$ cat src/rtl/core/rolling_hash_substring_matcher_defines.svh
// Assertion macros used by the matcher top module.
`ifndef ROLLING_HASH_SUBSTRING_MATCHER_DEFINES_SVH
`define ROLLING_HASH_SUBSTRING_MATCHER_DEFINES_SVH

// Condition holds in the same cycle.
`define RHSM_ASSERT_SAME(lbl, clk_i, rst_i, cond, prop, msg) \
  lbl: assert property (@(posedge clk_i) disable iff (rst_i) (cond) |-> (prop)) \
    else $error(msg);

// Condition holds in the following cycle.
`define RHSM_ASSERT_NEXT(lbl, clk_i, rst_i, cond, prop, msg) \
  lbl: assert property (@(posedge clk_i) disable iff (rst_i) (cond) |=> (prop)) \
    else $error(msg);

`endif

$ cat src/rtl/core/rhsm_pkg.sv
`timescale 1ns / 1ps

package rhsm_pkg;

  localparam int HASH_BITS        = 30;
  localparam int BYTE_BITS        = 8;
  localparam int ACTION_BITS      = 2;
  localparam int RING_DEPTH       = 128;
  localparam int RING_BITS        = 7;
  localparam int FOLD_ENTRIES     = 256;
  localparam int MATCH_START_BITS = 24;
  localparam int RESULT_DEPTH     = 8;
  localparam int RESULT_PTR_BITS  = 3;
  localparam int RESULT_CNT_BITS  = 4;
  localparam int PROD_BITS        = 2 * HASH_BITS;
  localparam int NARROW_BITS      = HASH_BITS + BYTE_BITS;
  localparam int QUOT_BITS        = HASH_BITS + 1;

  localparam logic [HASH_BITS-1:0] HASH_MOD    = 30'd1000000007;
  localparam logic [HASH_BITS:0]   HASH_MOD_X2 = {HASH_MOD, 1'b0};
  localparam logic [BYTE_BITS-1:0] HASH_BASE   = 8'd131;
  localparam logic [63:0]          BARRETT_WIDE = (64'd1 << PROD_BITS) / 64'(HASH_MOD);
  localparam logic [QUOT_BITS-1:0] BARRETT_MU  = BARRETT_WIDE[QUOT_BITS-1:0];

  typedef enum logic [ACTION_BITS-1:0] {
    ACT_NEW_LINE = 2'd0,
    ACT_PATTERN  = 2'd1,
    ACT_TEXT     = 2'd2
  } action_t;

  typedef enum logic [1:0] {
    OP_NONE,
    OP_CLEAR,
    OP_PATTERN,
    OP_TEXT
  } op_t;

  typedef struct packed {
    logic tok;
    logic chk;
  } match_req_t;

  typedef struct packed {
    logic done;
    logic hit;
  } match_rsp_t;

  // (a + b) mod M for a below M and b below 2^30
  function automatic logic [HASH_BITS-1:0] fold_sum(input logic [HASH_BITS-1:0] a,
                                                    input logic [HASH_BITS-1:0] b);
    logic [HASH_BITS:0] sum;
    logic [HASH_BITS:0] res;
    sum = {1'b0, a} + {1'b0, b};
    if (sum >= HASH_MOD_X2) begin
      res = sum - HASH_MOD_X2;
    end else if (sum >= {1'b0, HASH_MOD}) begin
      res = sum - {1'b0, HASH_MOD};
    end else begin
      res = sum;
    end
    return res[HASH_BITS-1:0];
  endfunction

endpackage

$ cat src/rtl/core/rhsm_result_fifo.sv
`timescale 1ns / 1ps

module rhsm_result_fifo (
  input  logic                                  clk,
  input  logic                                  rst,
  input  logic                                  push,
  input  logic [rhsm_pkg::MATCH_START_BITS-1:0] push_data,
  output logic                                  head_valid,
  input  logic                                  head_ready,
  output logic [rhsm_pkg::MATCH_START_BITS-1:0] head_data,
  output logic [rhsm_pkg::RESULT_CNT_BITS-1:0]  count
);
  import rhsm_pkg::*;

  logic [MATCH_START_BITS-1:0] slots [RESULT_DEPTH];
  logic [RESULT_PTR_BITS-1:0]  wr_ptr, rd_ptr;
  logic                        pop;

  assign head_valid = (count != '0);
  assign head_data  = slots[rd_ptr];
  assign pop        = head_valid && head_ready;

  always_ff @(posedge clk) begin
    if (push) begin
      slots[wr_ptr] <= push_data;
    end
  end

  always_ff @(posedge clk) begin
    if (rst) begin
      wr_ptr <= '0;
      rd_ptr <= '0;
      count  <= '0;
    end else begin
      if (push) begin
        wr_ptr <= wr_ptr + 1'b1;
      end
      if (pop) begin
        rd_ptr <= rd_ptr + 1'b1;
      end
      count <= count + RESULT_CNT_BITS'(push) - RESULT_CNT_BITS'(pop);
    end
  end

endmodule

$ cat config.mk
export PLATFORM = sky130hd
export DESIGN_NAME = rhsm_result_fifo
export DESIGN_NICKNAME = d
export VERILOG_FILES = /design/src/rtl/core/rolling_hash_substring_matcher_defines.svh /design/src/rtl/core/rhsm_pkg.sv /design/src/rtl/core/rhsm_result_fifo.sv
export SDC_FILE = /design/constraint.sdc
export NUM_CORES = 1
export LEC_CHECK = 0
export ABC_AREA = 1
export BUFFER_PORTS_ARGS = -buffer_cell sky130_fd_sc_hd__buf_2
export CORE_AREA = 2 2 117 204
export CTS_BUF_LIST = sky130_fd_sc_hd__clkbuf_16
export CTS_CLUSTER_DIAMETER = 30
export DETAILED_ROUTE_END_ITERATION = 6
export DIE_AREA = 0 0 119 206
export PLACE_DENSITY_LB_ADDON = 0.25
export SYNTH_ARGS = -nofsm -noshare
export SYNTH_HDL_FRONTEND = slang
export SYNTH_SLANG_ARGS = --single-unit
$ cat constraint.sdc
create_clock -name clk -period 3.2 [get_ports clk]
set_input_delay 0.64 -clock clk [delete_from_list [all_inputs] [get_ports clk]]
set_output_delay 0.64 -clock clk [all_outputs]
set_load 0.05 [all_outputs]
# Yosys cells after proc, flatten, opt, wreduce, memory -nomap -nowiden
# Memory sizes are Yosys's and may differ from the RTL's. A register that Yosys moved wholly into a read port is not among the register bits.
# Index checks and enable logic that the tools add are counted.
# totals
regBits	10
mem_bits_rw	192
in_bits	28
out_inout_bits	29
elab_cells	14
n_memories	1
# classes
n_addsub	4
n_mux	4
reduce_logical	2
# memory_table
memory	depth	word_bits	rd	rd_ports_with_merged_regs	wr	line_no	source
slots	8	24	1	1	1	rhsm_result_fifo.sv:15	logic [MATCH_START_BITS-1:0] slots [RESULT_DEPTH];
# ops
cell	count
3-bit by 1-bit adder with 3-bit output, second input constant	2
3-bit two-way mux	2
4-bit by 1-bit adder with 4-bit output	1
4-bit nonzero test	1
4-bit by 1-bit subtractor with 4-bit output	1
1-bit two-way mux	2
1-bit logical AND	1

# Longest topological paths before layout
# depth
word_depth	4
depth_mapped	11
mapped_depth_nobuf	11

# Least setup slack after synthesis
# Ideal clock, no wire load.
# synth_timing
path_type	reg-to-reg
from	reg count[2] (netlist name)
to	reg count[2] (netlist name)
setup_ns	0.119
arrival_time_ns	2.562
required_ns	3.081
slack_ns	0.519
stages_incl_launch_ff	11
n_path_buf	0
synth_period_minus_slack_ns	2.681
path_cell_list	dfxtp_1 > inv_1 > ha_1 > nand3_1 > nand3_1 > o21ai_0 > ha_1 > inv_1 > fa_1 > o21ai_0 > a21oi_1
# synth_via
elab_chain_cells	3
elab_cells_between_ends	4
classes_between	add/sub (2); reduce/logical (2)
# synth_rtl
element	line_no	source
from (decl)	rhsm_result_fifo.sv:11	output logic [rhsm_pkg::RESULT_CNT_BITS-1:0] count
from (signal assigned)	rhsm_result_fifo.sv:41	count <= count + RESULT_CNT_BITS'(push) - RESULT_CNT_BITS'(pop);
4-bit nonzero test	rhsm_result_fifo.sv:19	assign head_valid = (count != '0);
via head_valid	rhsm_result_fifo.sv:8	output logic head_valid,
1-bit logical AND	rhsm_result_fifo.sv:21	assign pop = head_valid && head_ready;
4-bit by 1-bit subtractor with 4-bit output	rhsm_result_fifo.sv:41	
# The timed path passes the listed nets, and every way through them passes these cells.
# A chain may end at the register's enable or synchronous reset.

==> results.md <==
- Maximum cell stage delay along the critical path: roughly 0.35 ns
- Startpoint type of the worst setup path: flop
- H-tree level count: 1
- Total overflow reported by the global router: 0
- Arrival time at the worst endpoint: about 2.1 ns
- Via-per-instance ratio: 4.62
- Relative contribution of sequential cells to total power: 0.372
- HPWL reported at the end of detailed placement: 11,000 um
- Nets in the synthesized netlist: 953
- DR vias: 6,064
- Postcts setup bufs: 0
- Run status: finished clean
- Area of the multi-input gates: 2030 um^2
- Initial drt markers: ~330
- Number of search-and-repair iterations in the first detailed-routing pass: 5
- Number of gates on the worst path with buffers counted: 8
- Critical Path Fanout Max: 23
- Sequence of cells on the critical path: inv_2, buf_4, nand2_1, nand3_1, nand2_1, nand2_1, nand2_1, buf_2
- Global-route wire length before repair: ~31,000 um
- Switching share of total power: 0.343
- Post-synthesis instance total: approximately 920
- Number of CTS-inserted buffers: 28
- Share of total power in combinational logic: 0.265
- Cell depth of the worst flop-to-flop path: 10
- Number of antenna violations at the first check in global routing: 1
- Internal Dissipation: between 0.005 and 0.006 W
- Category of the critical setup timing path: reg -> out
- Total of max-cap violations: 0
- Slowest stage cell, crit path: dfxtp_4
- Post-synthesis register bit count: a little over 200
- Share of post-route cells with drive strength above 1: 0.130
- Power density cells: 781 nW/um^2
- Post-detailed-route wirelength per cell: about 15 um
- Post-CTS clock slew at the launch and capture registers of the worst setup and hold paths: about 0.06 ns
- Depth of the worst hold-timing path: 2
- Commonest cells after routing, fill and taps aside: nand2_1 (326), inv_1 (211), edfxtp_1 (192)
- Post-Synthesis Cell Area: ~9000 um^2
- Vias in the first global route: 6,077
- Count of buffers inserted at the top-level ports: 56
- Maximum number of pins on one net before global-route repair: 97
- Worst Path Buf+Inv: 3
- Final wirelength: between 15,000 and 20,000 um
- CP most frequent cell: nand2_1
- Peak clock frequency supported by timing: 0.362 GHz
- DRC violation count after routing: 0
- Total Negative Setup Slacks: 0 ns
- Post-cts repair resize count: 0
- Clock Sink Count: between 200 and 250
- Synth Warn #: 0
- Family of cells with the greatest summed delay on the critical path: buffers and inverters
- Sequential cell area fraction in the yosys report: 0.670
- Clock group share of total power: 0.363
- Leakage Power: 4.88 nW
- Clock insertion delay at the later pin of the skew report: 0.54 ns
- Area of the die: between 20,000 and 25,000 um^2
- Setup crit end kind: output pin
- Antenna Violating Nets Remaining: 0
- Row Count: 74
- Worst setup slack before clock tree synthesis: around 0.97 ns
- CTS tree: built
- Ratio of final minimum period to clock period: 0.863
- GRT Overall Usage: 0.163
- Fill cells: 2,130
- Cell type with the highest aggregate area in the netlist: edfxtp_1
- Hold-fix buffers, CTS: 0
- Number of setup violations in the final report: 0
- Core ar.: 23,100 um^2
- Leading cell type in the layout, fill and taps excluded: nand2_1
- Die outline height: just over 200 um
- Net switching power of the design: 0.00284 W
- Post-synthesis to final-layout area growth: 17.8%
- Time the final worst path needs with I/O delays and setup: 2.76 ns
- Worst hold path type: in -> reg
- Top post-synthesis cells by area: edfxtp_1 (64%), nand2_1 (14%), inv_1 (8.7%)
- Slew Limit Headroom: 0.637
- IR Drop Worst-Case VDD: between 700 and 800 uV
- Synthesized area divided by synthesized cell count: 9.80 um^2
- Initial cell density of the core: 0.390
- CTS root buf: clkbuf_16
- DIE WIDTH: between 100 and 150 um
- Flip-flop and latch area: ~6000 um^2
- Final count of pins violating max slew: 0
- Number of buffers between clock root and the deepest sink: 3
- Measured slew at the worst slew-check pin: approximately 0.54 ns
- Number of distinct library cells after synthesis: 17
- Count of boundary I/O pins: 57
- Required @ worst endpoint: between 2 and 3 ns
- Fin nets: 1,022
- Maximum clock skew at final layout: between 0.015 and 0.02 ns
- Final worst setup slack: ~0.44 ns
- Setup repair after global routing missed its margin: false
- Number of hold violations in the final report: 0
- Portion of synthesized cell area occupied by the leading cell type: 0.641
- Final weighted congestion in routability-driven placement: 0.753
synthesized netlist by cell type (all sizes together):
| cell type | count |
|---|---|
| clkbuf | 5 |
| o21ai | 4 |
| edfxtp | 192 |
| fa | 1 |
| inv | 210 |
| or2 | 2 |
| nand2 | 326 |
| nand3 | 102 |
| a21oi | 8 |
| dfxtp | 13 |
| buf | 31 |
| ha | 6 |
| nor2 | 18 |
per-layer routing:
layer | global-route usage | up-vias | share of wire
li1 | - | 2999 | -
met2 | 0.300 | 155 | 0.52
met1 | 0.185 | 2873 | 0.40
met4 | 0.0697 | 0 | 0.031
met5 | 0 | - | 0
met3 | 0.0262 | 37 | 0.048
sequential cells by signal, summed over array words and instances (netlist names), named ones only:
register,cells
wr_ptr,3
count,4
slots,192
rd_ptr,3
power by group through the flow:
stage / registers [W] / logic (W) / clock network [W]
after floorplan: 0.00320 / 0.00163 / 0
after global routing: 0.00309 / 0.00245 / 0.00318
after global placement: 0.00313 / 0.00221 / 0
final: 0.00308 / 0.00219 / 0.00301
after CTS: 0.00308 / 0.00223 / 0.00308
after detailed placement: 0.00313 / 0.00222 / 0
final timing paths:
check	from	end	slack, ns
setup / recovery	flop	head_data[9]	0.44
hold / removal	rst	wr_ptr[0]	0.30
setup reg to reg	count[2]	count[2]	1.13
hold reg to reg	rd_ptr[1]	rd_ptr[1]	0.50
cell type report:
class	count	share of cell area
sequential	205	0.569
clock buffer	28	0.0661
multi-input combinational	467	0.191
timing repair buffer	75	0.0422
antenna	1	0.000236
inverter	210	0.0743
tap	304	0.0359
clock inverter	23	0.0210
cells by family (layout without fill, tap and decap cells):
family	count (synthesis)	count (layout)	synth area share
flip-flops	205	205	0.670
other	0	1	0
adder cells (fa/ha/maj)	7	7	0.0106
buffers and inverters	246	336	0.112
AND/OR/NAND/NOR	448	448	0.202
AO/OA/AOI/OAI	12	12	0.00667
through the flow:
stage / hold slack [ns] / power (W) / cell area [um^2] / util / std cells
after floorplan: 0.463 / 0.00483 / 9000 / - / 918
after global placement: 0.480 / 0.00534 / 9680 / 0.420 / 1261
after detailed placement: 0.488 / 0.00535 / 9680 / 0.420 / 1261
after CTS: 0.285 / 0.00838 / 10600 / 0.460 / 1312
after global routing: 0.310 / 0.00871 / 10600 / 0.460 / 1313
final: 0.302 / 0.00828 / 10600 / 0.460 / 1313
worst reg2reg max path, cell delays in order, from the launching register on:
cell and delay [ns]:
dfxtp_1 0.33, inv_1 0.06, ha_1 0.19, nand3_1 0.22
nand3_1 0.17, o21ai_0 0.11, ha_1 0.19, inv_1 0.06
fa_1 0.40, o21ai_0 0.17, a21oi_1 0.05
Note: power is estimated with default switching activity, not from simulation.
