File: config.mk
export PLATFORM = sky130hd
export DESIGN_NAME = rhsm_match
export DESIGN_NICKNAME = d
export VERILOG_FILES = /design/src/rtl/core/rolling_hash_substring_matcher_defines.svh /design/src/rtl/core/rhsm_pkg.sv /design/src/rtl/core/rhsm_match.sv
export SDC_FILE = /design/constraint.sdc
export NUM_CORES = 2
export LEC_CHECK = 0
export BUFFER_PORTS_ARGS = -buffer_cell sky130_fd_sc_hd__buf_4
export CAP_MARGIN = 25
export CORE_MARGIN = 4
export CORE_UTILIZATION = 55
export DETAILED_ROUTE_END_ITERATION = 8
export PLACE_DENSITY_LB_ADDON = 0.08
export REMOVE_ABC_BUFFERS = 1
export SYNTH_ARGS = -nofsm -noshare
export SYNTH_HDL_FRONTEND = slang
export SYNTH_SLANG_ARGS = --single-unit
File: constraint.sdc
create_clock -name clk -period 20.7 [get_ports clk]
set_input_delay 4.14 -clock clk [delete_from_list [all_inputs] [get_ports clk]]
set_output_delay 4.14 -clock clk [all_outputs]
set_load 0.005 [all_outputs]
File: src/rtl/core/rolling_hash_substring_matcher_defines.svh
// Assertion macros used by the matcher top module.
`ifndef ROLLING_HASH_SUBSTRING_MATCHER_DEFINES_SVH
`define ROLLING_HASH_SUBSTRING_MATCHER_DEFINES_SVH

// Condition holds in the same cycle.
`define RHSM_ASSERT_SAME(lbl, clk_i, rst_i, cond, prop, msg) \
  lbl: assert property (@(posedge clk_i) disable iff (rst_i) (cond) |-> (prop)) \
    else $error(msg);

// Condition holds in the following cycle.
`define RHSM_ASSERT_NEXT(lbl, clk_i, rst_i, cond, prop, msg) \
  lbl: assert property (@(posedge clk_i) disable iff (rst_i) (cond) |=> (prop)) \
    else $error(msg);

`endif

File: src/rtl/core/rhsm_pkg.sv
`timescale 1ns / 1ps

package rhsm_pkg;

  localparam int HASH_BITS        = 30;
  localparam int BYTE_BITS        = 8;
  localparam int ACTION_BITS      = 2;
  localparam int RING_DEPTH       = 128;
  localparam int RING_BITS        = 7;
  localparam int FOLD_ENTRIES     = 256;
  localparam int MATCH_START_BITS = 24;
  localparam int RESULT_DEPTH     = 8;
  localparam int RESULT_PTR_BITS  = 3;
  localparam int RESULT_CNT_BITS  = 4;
  localparam int PROD_BITS        = 2 * HASH_BITS;
  localparam int NARROW_BITS      = HASH_BITS + BYTE_BITS;
  localparam int QUOT_BITS        = HASH_BITS + 1;

  localparam logic [HASH_BITS-1:0] HASH_MOD    = 30'd1000000007;
  localparam logic [HASH_BITS:0]   HASH_MOD_X2 = {HASH_MOD, 1'b0};
  localparam logic [BYTE_BITS-1:0] HASH_BASE   = 8'd131;
  localparam logic [63:0]          BARRETT_WIDE = (64'd1 << PROD_BITS) / 64'(HASH_MOD);
  localparam logic [QUOT_BITS-1:0] BARRETT_MU  = BARRETT_WIDE[QUOT_BITS-1:0];

  typedef enum logic [ACTION_BITS-1:0] {
    ACT_NEW_LINE = 2'd0,
    ACT_PATTERN  = 2'd1,
    ACT_TEXT     = 2'd2
  } action_t;

  typedef enum logic [1:0] {
    OP_NONE,
    OP_CLEAR,
    OP_PATTERN,
    OP_TEXT
  } op_t;

  typedef struct packed {
    logic tok;
    logic chk;
  } match_req_t;

  typedef struct packed {
    logic done;
    logic hit;
  } match_rsp_t;

  // (a + b) mod M for a below M and b below 2^30
  function automatic logic [HASH_BITS-1:0] fold_sum(input logic [HASH_BITS-1:0] a,
                                                    input logic [HASH_BITS-1:0] b);
    logic [HASH_BITS:0] sum;
    logic [HASH_BITS:0] res;
    sum = {1'b0, a} + {1'b0, b};
    if (sum >= HASH_MOD_X2) begin
      res = sum - HASH_MOD_X2;
    end else if (sum >= {1'b0, HASH_MOD}) begin
      res = sum - {1'b0, HASH_MOD};
    end else begin
      res = sum;
    end
    return res[HASH_BITS-1:0];
  endfunction

endpackage

File: src/rtl/core/rhsm_match.sv
`timescale 1ns / 1ps

module rhsm_match (
  input  logic                                  clk,
  input  logic                                  rst,
  input  rhsm_pkg::match_req_t                  req,
  input  logic [rhsm_pkg::HASH_BITS-1:0]        window_hash,
  input  logic [rhsm_pkg::HASH_BITS-1:0]        prior_hash,
  input  logic [rhsm_pkg::HASH_BITS-1:0]        start_power,
  input  logic [rhsm_pkg::HASH_BITS-1:0]        pat_hash,
  input  logic [rhsm_pkg::MATCH_START_BITS-1:0] req_start,
  output rhsm_pkg::match_rsp_t                  rsp,
  output logic [rhsm_pkg::MATCH_START_BITS-1:0] rsp_start
);
  import rhsm_pkg::*;

  localparam int RES_BITS  = HASH_BITS + 2;
  localparam int WIDE_BITS = 2 * QUOT_BITS;
  localparam int PM_BITS   = QUOT_BITS + HASH_BITS;

  logic                        tok4, chk4;
  logic [HASH_BITS-1:0]        win4, prior4;
  logic [PROD_BITS-1:0]        prod4;
  logic [MATCH_START_BITS-1:0] start4;
  logic [HASH_BITS:0]          diff_wide;
  logic [WIDE_BITS-1:0]        quot_wide;

  logic                        tok5, chk5;
  logic [HASH_BITS-1:0]        diff5;
  logic [QUOT_BITS-1:0]        quot5;
  logic [RES_BITS-1:0]         low5;
  logic [MATCH_START_BITS-1:0] start5;
  logic [PM_BITS-1:0]          quot_mod;

  logic                        tok6, chk6;
  logic [HASH_BITS-1:0]        diff6;
  logic [RES_BITS-1:0]         rem6;
  logic [MATCH_START_BITS-1:0] start6;
  logic [RES_BITS-1:0]         rhs_wide;

  always_ff @(posedge clk) begin
    if (rst) begin
      tok4 <= 1'b0;
      tok5 <= 1'b0;
      tok6 <= 1'b0;
    end else begin
      tok4 <= req.tok;
      tok5 <= tok4;
      tok6 <= tok5;
    end
  end

  always_ff @(posedge clk) begin
    chk4   <= req.chk;
    win4   <= window_hash;
    prior4 <= prior_hash;
    prod4  <= PROD_BITS'(pat_hash) * PROD_BITS'(start_power);
    start4 <= req_start;
  end

  assign diff_wide = (win4 >= prior4) ? ({1'b0, win4} - {1'b0, prior4})
                                      : ({1'b0, win4} + {1'b0, HASH_MOD} - {1'b0, prior4});
  assign quot_wide = WIDE_BITS'(prod4[PROD_BITS-1:HASH_BITS-1]) * WIDE_BITS'(BARRETT_MU);

  always_ff @(posedge clk) begin
    chk5   <= chk4;
    diff5  <= diff_wide[HASH_BITS-1:0];
    quot5  <= quot_wide[WIDE_BITS-1:QUOT_BITS];
    low5   <= prod4[RES_BITS-1:0];
    start5 <= start4;
  end

  assign quot_mod = PM_BITS'(quot5) * PM_BITS'(HASH_MOD);

  always_ff @(posedge clk) begin
    chk6   <= chk5;
    diff6  <= diff5;
    rem6   <= low5 - quot_mod[RES_BITS-1:0];
    start6 <= start5;
  end

  always_comb begin
    if (rem6 >= RES_BITS'(HASH_MOD_X2)) begin
      rhs_wide = rem6 - RES_BITS'(HASH_MOD_X2);
    end else if (rem6 >= RES_BITS'(HASH_MOD)) begin
      rhs_wide = rem6 - RES_BITS'(HASH_MOD);
    end else begin
      rhs_wide = rem6;
    end
  end

  assign rsp.done  = tok6;
  assign rsp.hit   = tok6 && chk6 && (rhs_wide[HASH_BITS-1:0] == diff6);
  assign rsp_start = start6;

endmodule

Word level (Yosys, flattened, before mapping)
Cells that the tools add are included.
{"block": "classes", "bitwise_logic": 0, "muxes": 3, "n_shift": 0, "add_sub_neg": 6, "n_reduce_logical": 2, "n_div": 0, "n_lt_le_gt_ge": 3, "eq_ne": 1, "n_mul": 3}
{"cell": "$mux W30", "count": 3}
{"cell": "$mul A30 B30 Y60", "count": 1}
{"cell": "$sub A30 B30 Y30", "count": 2}
{"cell": "$sub A30 B30 Y30 const B", "count": 2}
{"cell": "$mul A31 B28 Y59 const B", "count": 1}
{"cell": "$ge A32 B30 Y1 const B", "count": 1}
{"cell": "$ge A32 B31 Y1 const B", "count": 1}
{"cell": "$mul A31 B30 Y32 const B", "count": 1}
{"cell": "$sub A32 B32 Y32", "count": 1}
{"cell": "$add A30 B30 Y30 const B", "count": 1}
{"cell": "$eq A30 B30 Y1", "count": 1}
{"cell": "$ge A30 B30 Y1", "count": 1}
{"cell": "$logic_and A1 B1 Y1", "count": 2}
{"block": "word_totals", "romBits": 0, "ram_bits": 0, "latchBits": 0, "regBits": 353, "memories": 0, "out_inout_bits": 26, "word_cells": 35, "inputBits": 148}

Logic depth before layout (Yosys ltp)
{"block": "depth", "ltp_word": 5, "ltp_mapped": 30, "mapped_depth_nobuf": 29}

Least setup slack after synthesis
No wires, ideal clock.
{"block": "synth_path", "kind": "input -> register", "start": "input start_power[3] (netlist bit)", "end": "register prod4[52]", "arrival_time_ns": 10.807, "n_path_buf": 1, "required_ns": 20.573, "setup_ns": 0.127, "cell_stages": 28, "setup_slack_ns": 9.767, "path_cell_list": "clkbuf_1 and2_1 fa_1 fa_1 fa_1 inv_1 fa_1 inv_1 fa_1 inv_1 fa_1 inv_1 fa_1 inv_1 fa_1 inv_1 ha_1 nand4_1 nor2_1 and4_1 o311ai_0 a21oi_1 nor2_1 o21a_1 o211ai_1 a31oi_1 o21ai_0 xor2_1"}
{"block": "synth_via", "elab_chain_cells": 1}
{"item": "from (decl)", "line": "rhsm_match.sv:9", "text": "input logic [rhsm_pkg::HASH_BITS-1:0] start_power,"}
{"item": "$mul A30 B30 Y60", "line": "rhsm_match.sv:57", "text": "prod4 <= PROD_BITS'(pat_hash) * PROD_BITS'(start_power);"}
{"item": "to (signal assigned)", "line": "rhsm_match.sv:57"}
{"item": "to (decl)", "line": "rhsm_match.sv:23", "text": "logic [PROD_BITS-1:0] prod4;"}
Every way passes these cells.
A chain may end at the register's enable or synchronous reset.

Worst setup path after layout
{"block": "layout_path", "start": "input pat_hash[7] (netlist bit)", "end": "register prod4[48]"}
{"block": "layout_via", "elab_chain_cells": 1}
{"item": "from (decl)", "line": "rhsm_match.sv:10", "text": "input logic [rhsm_pkg::HASH_BITS-1:0] pat_hash,"}
{"item": "$mul A30 B30 Y60", "line": "rhsm_match.sv:57"}
Every way passes these cells.

==> impl_metrics.toml <==
[cts]
insertion_delay_ns = 0.62
cts_root_buf = "clkbuf_16"
path_clk_slew_ns = 0.09
post-cts-setup-buffers = 0
numClockSinks = 353
cts_tree = "yes"
cts_buffers = 41
cts_htree_levels = 2
clk_path_buf_depth = 3
cts.repair.resized = 0
ctsHoldBuffers = 0

[global_route]
antenna_found_initial = 13
grtUsageTotal_pct = 28.1
grt_max_degree = 50
grt_pass1_vias = 47200
grt_pass1_wl_um = 263000
grt_overflow = 0

[drt]
vias = 42900
drc = 0
route.final.wire_length_um = 164000
first_pass_iters = 5
drtIter0Drc = 2589
postRouteAntennaNets = 0
via_per_inst = 5.30
wl_per_cell_um = 20.3

[floorplanning]
die_w_um = 347
fp.dieH_um = 347
die_area_um2 = 120000
pin_count = 174
start_util_pct = 55.4
row_count = 124
core_um2 = 114000

[synth]
synthAdderAreaFrac_pct = 57.4
ys_types = 76
synth_most_common_cell = "inv_1"
synth-seq-cells = 353
synth_xor_area_share_pct = 3.48
synth_commonest_cells = "inv_1 (1671), fa_1 (1277), ha_1 (856), and2_1 (522), nand2_1 (487)"
async_flop_share_pct = 0
synth_warnings = 0
syn_area_um2 = 63200
syn_inst = 6535
yosysSeqAreaShare_pct = 11.2
ys.flop_type = "dfxtp_1"
synthTopCellsByArea = "fa_1 (40%), ha_1 (17%), dfxtp_1 (11%)"
synth_top_family_by_area = "adder cells"
muxShareOfSynthArea_pct = 0.117
synth-simple-area-share_pct = 10.8
synth_edf_count = 0
avgSynthCellArea_um2 = 9.67
synth_compound_area_share_pct = 5.77
yosysTopAreaCell = "fa_1"
synth_top_area_share_pct = 40.4

[worst_setup_path]
crit_required_ns = 21.16
cpMaxStageDelayCell = "o311ai_0"
critPathKind = "in -> reg"
startpoint_type = "input port"
crit_fanout = 17
cp.arrival_ns = 11.98
cp_slowest_stage_delay_ns = 0.59
crit_top_cell = "fa_1"
cp-end-kind = "flop"

[timing]
setup_tns_ns = 0
hold_viol_final = 0
setup_viol = 0
final_max_slew_viol_count = 0
rsz0062_at_grt = "no"
skew_ns = 0.0315
max_slew_margin_pct = 29.7
fin_crit_sh_pct = 55.7
fmax_mhz = 86.8
fin_crit_ns = 11.52
worst_slew_pin_slew_ns = 1.05

[final_layout]
layout-drive-gt1-share_pct = 4.41
num-fill-cells = 10200
area_growth_pct = 6.10
final_nets = 8829

[flow_run]
cap_violations = 0

[placement]
hpwl_um = 135000
place.gp.congestion = 0.925
portBuffers = 173

[hold_path]
hp-class = "reg -> reg"

[status]
status = "finished clean"
## cell usage in the layout, fill, tap and decap left out, drive strengths merged, types with 10 or more instances in the layout
cell type,netlist,routed
nor2,113,113
nand3,44,44
or3,10,10
ha,856,856
clkbuf,206,50
nand4,29,29
xor2,78,78
o21ai,101,101
and2,522,522
nor2b,22,22
a31oi,27,27
fa,1277,1277
clkinv,0,14
nand2b,25,25
o21a,21,21
a21oi,168,168
inv,1671,1676
o21bai,30,30
buf,14,190
nand2,488,488
xnor2,173,173
o31ai,10,10
dfxtp,353,353
a21o,80,80
a211oi,20,20
o211ai,12,12
and3,10,10
nor3,40,40
## through the flow
step / util [%] / worst slack, ns / instances / hold slack, ns / instance area (um^2)
2_1_floorplan: - / 9.93 / 6315 / 0.310 / 62400
3_3_place_gp: 57.5 / 8.58 / 8017 / 0.310 / 65700
3_5_place_dp: 57.5 / 8.52 / 8017 / 0.312 / 65700
4_1_cts: 58.7 / 9.16 / 8091 / 0.322 / 67100
5_1_grt: 58.7 / 8.67 / 8093 / 0.316 / 67100
6_report: 58.7 / 9.18 / 8094 / 0.321 / 67100
## cell type report
cell class / count / area [um^2] / share of cell area (%)
diodes: 3 / 7.51 / 0.0112
inverters: 1671 / 6270 / 9.35
clock inverters: 24 / 292 / 0.435
multi-input cells: 4291 / 49000 / 73.1
clock buffers: 50 / 1100 / 1.64
well taps: 1512 / 1890 / 2.82
repair buffers: 190 / 1430 / 2.13
flip-flops and latches: 353 / 7070 / 10.5
## sequential cells by signal, summed over array words and instances, names as in the netlist, 24 cells and up
name	flops
win4	30
quot5	31
diff6	30
prod4	60
rsp_start	24
rem6	32
low5	32
start4	24
diff5	30
prior4	30
start5	24
## final timing paths
| check | startpoint | to | slack [ns] | cells past startpoint |
|---|---|---|---|---|
| setup / recovery | pat_hash[7] | prod4[48]$_DFF_P_ | 9.18 | 30 |
| hold / removal | start4[7]$_DFF_P_ | start5[7]$_DFF_P_ | 0.32 | 0 |
| setup reg to reg | prod4[47]$_DFF_P_ | quot5[23]$_DFF_P_ | 12.34 | 21 |
| hold reg to reg | start4[7]$_DFF_P_ | start5[7]$_DFF_P_ | 0.32 | 0 |
## per-layer routing
metal / routed length [um] / track usage [%]
met1: 71200 / 38.3
met2: 78400 / 46.7
met3: 8750 / 3.53
met4: 5990 / 9.16
met5: 27 / 0
## logic make-up (layout without fill, tap and decap cells)
group | Yosys count | in the layout
xor gates and xnor gates | 251 | 251
DFF | 353 | 353
buffers and inverters | 1891 | 1935
other | 0 | 3
adders and majority gates | 2134 | 2134
AOI/OAI and AO/OA | 561 | 561
and+or+nand+nor | 1338 | 1338
muxes | 7 | 7
## worst max-delay path: cells and delay by family
kind,cells,cell delay (ns)
XOR/XNOR,1,0.17
AND/OR/NAND/NOR,5,0.77
adder cells (fa/ha/maj),9,4.12
buffers and inverters,9,0.96
AO/OA/AOI/OAI,6,1.78
Power is left out: the tool's default activity adds up to more than one toggle a clock period on the data nets, which glitch-free logic cannot reach.
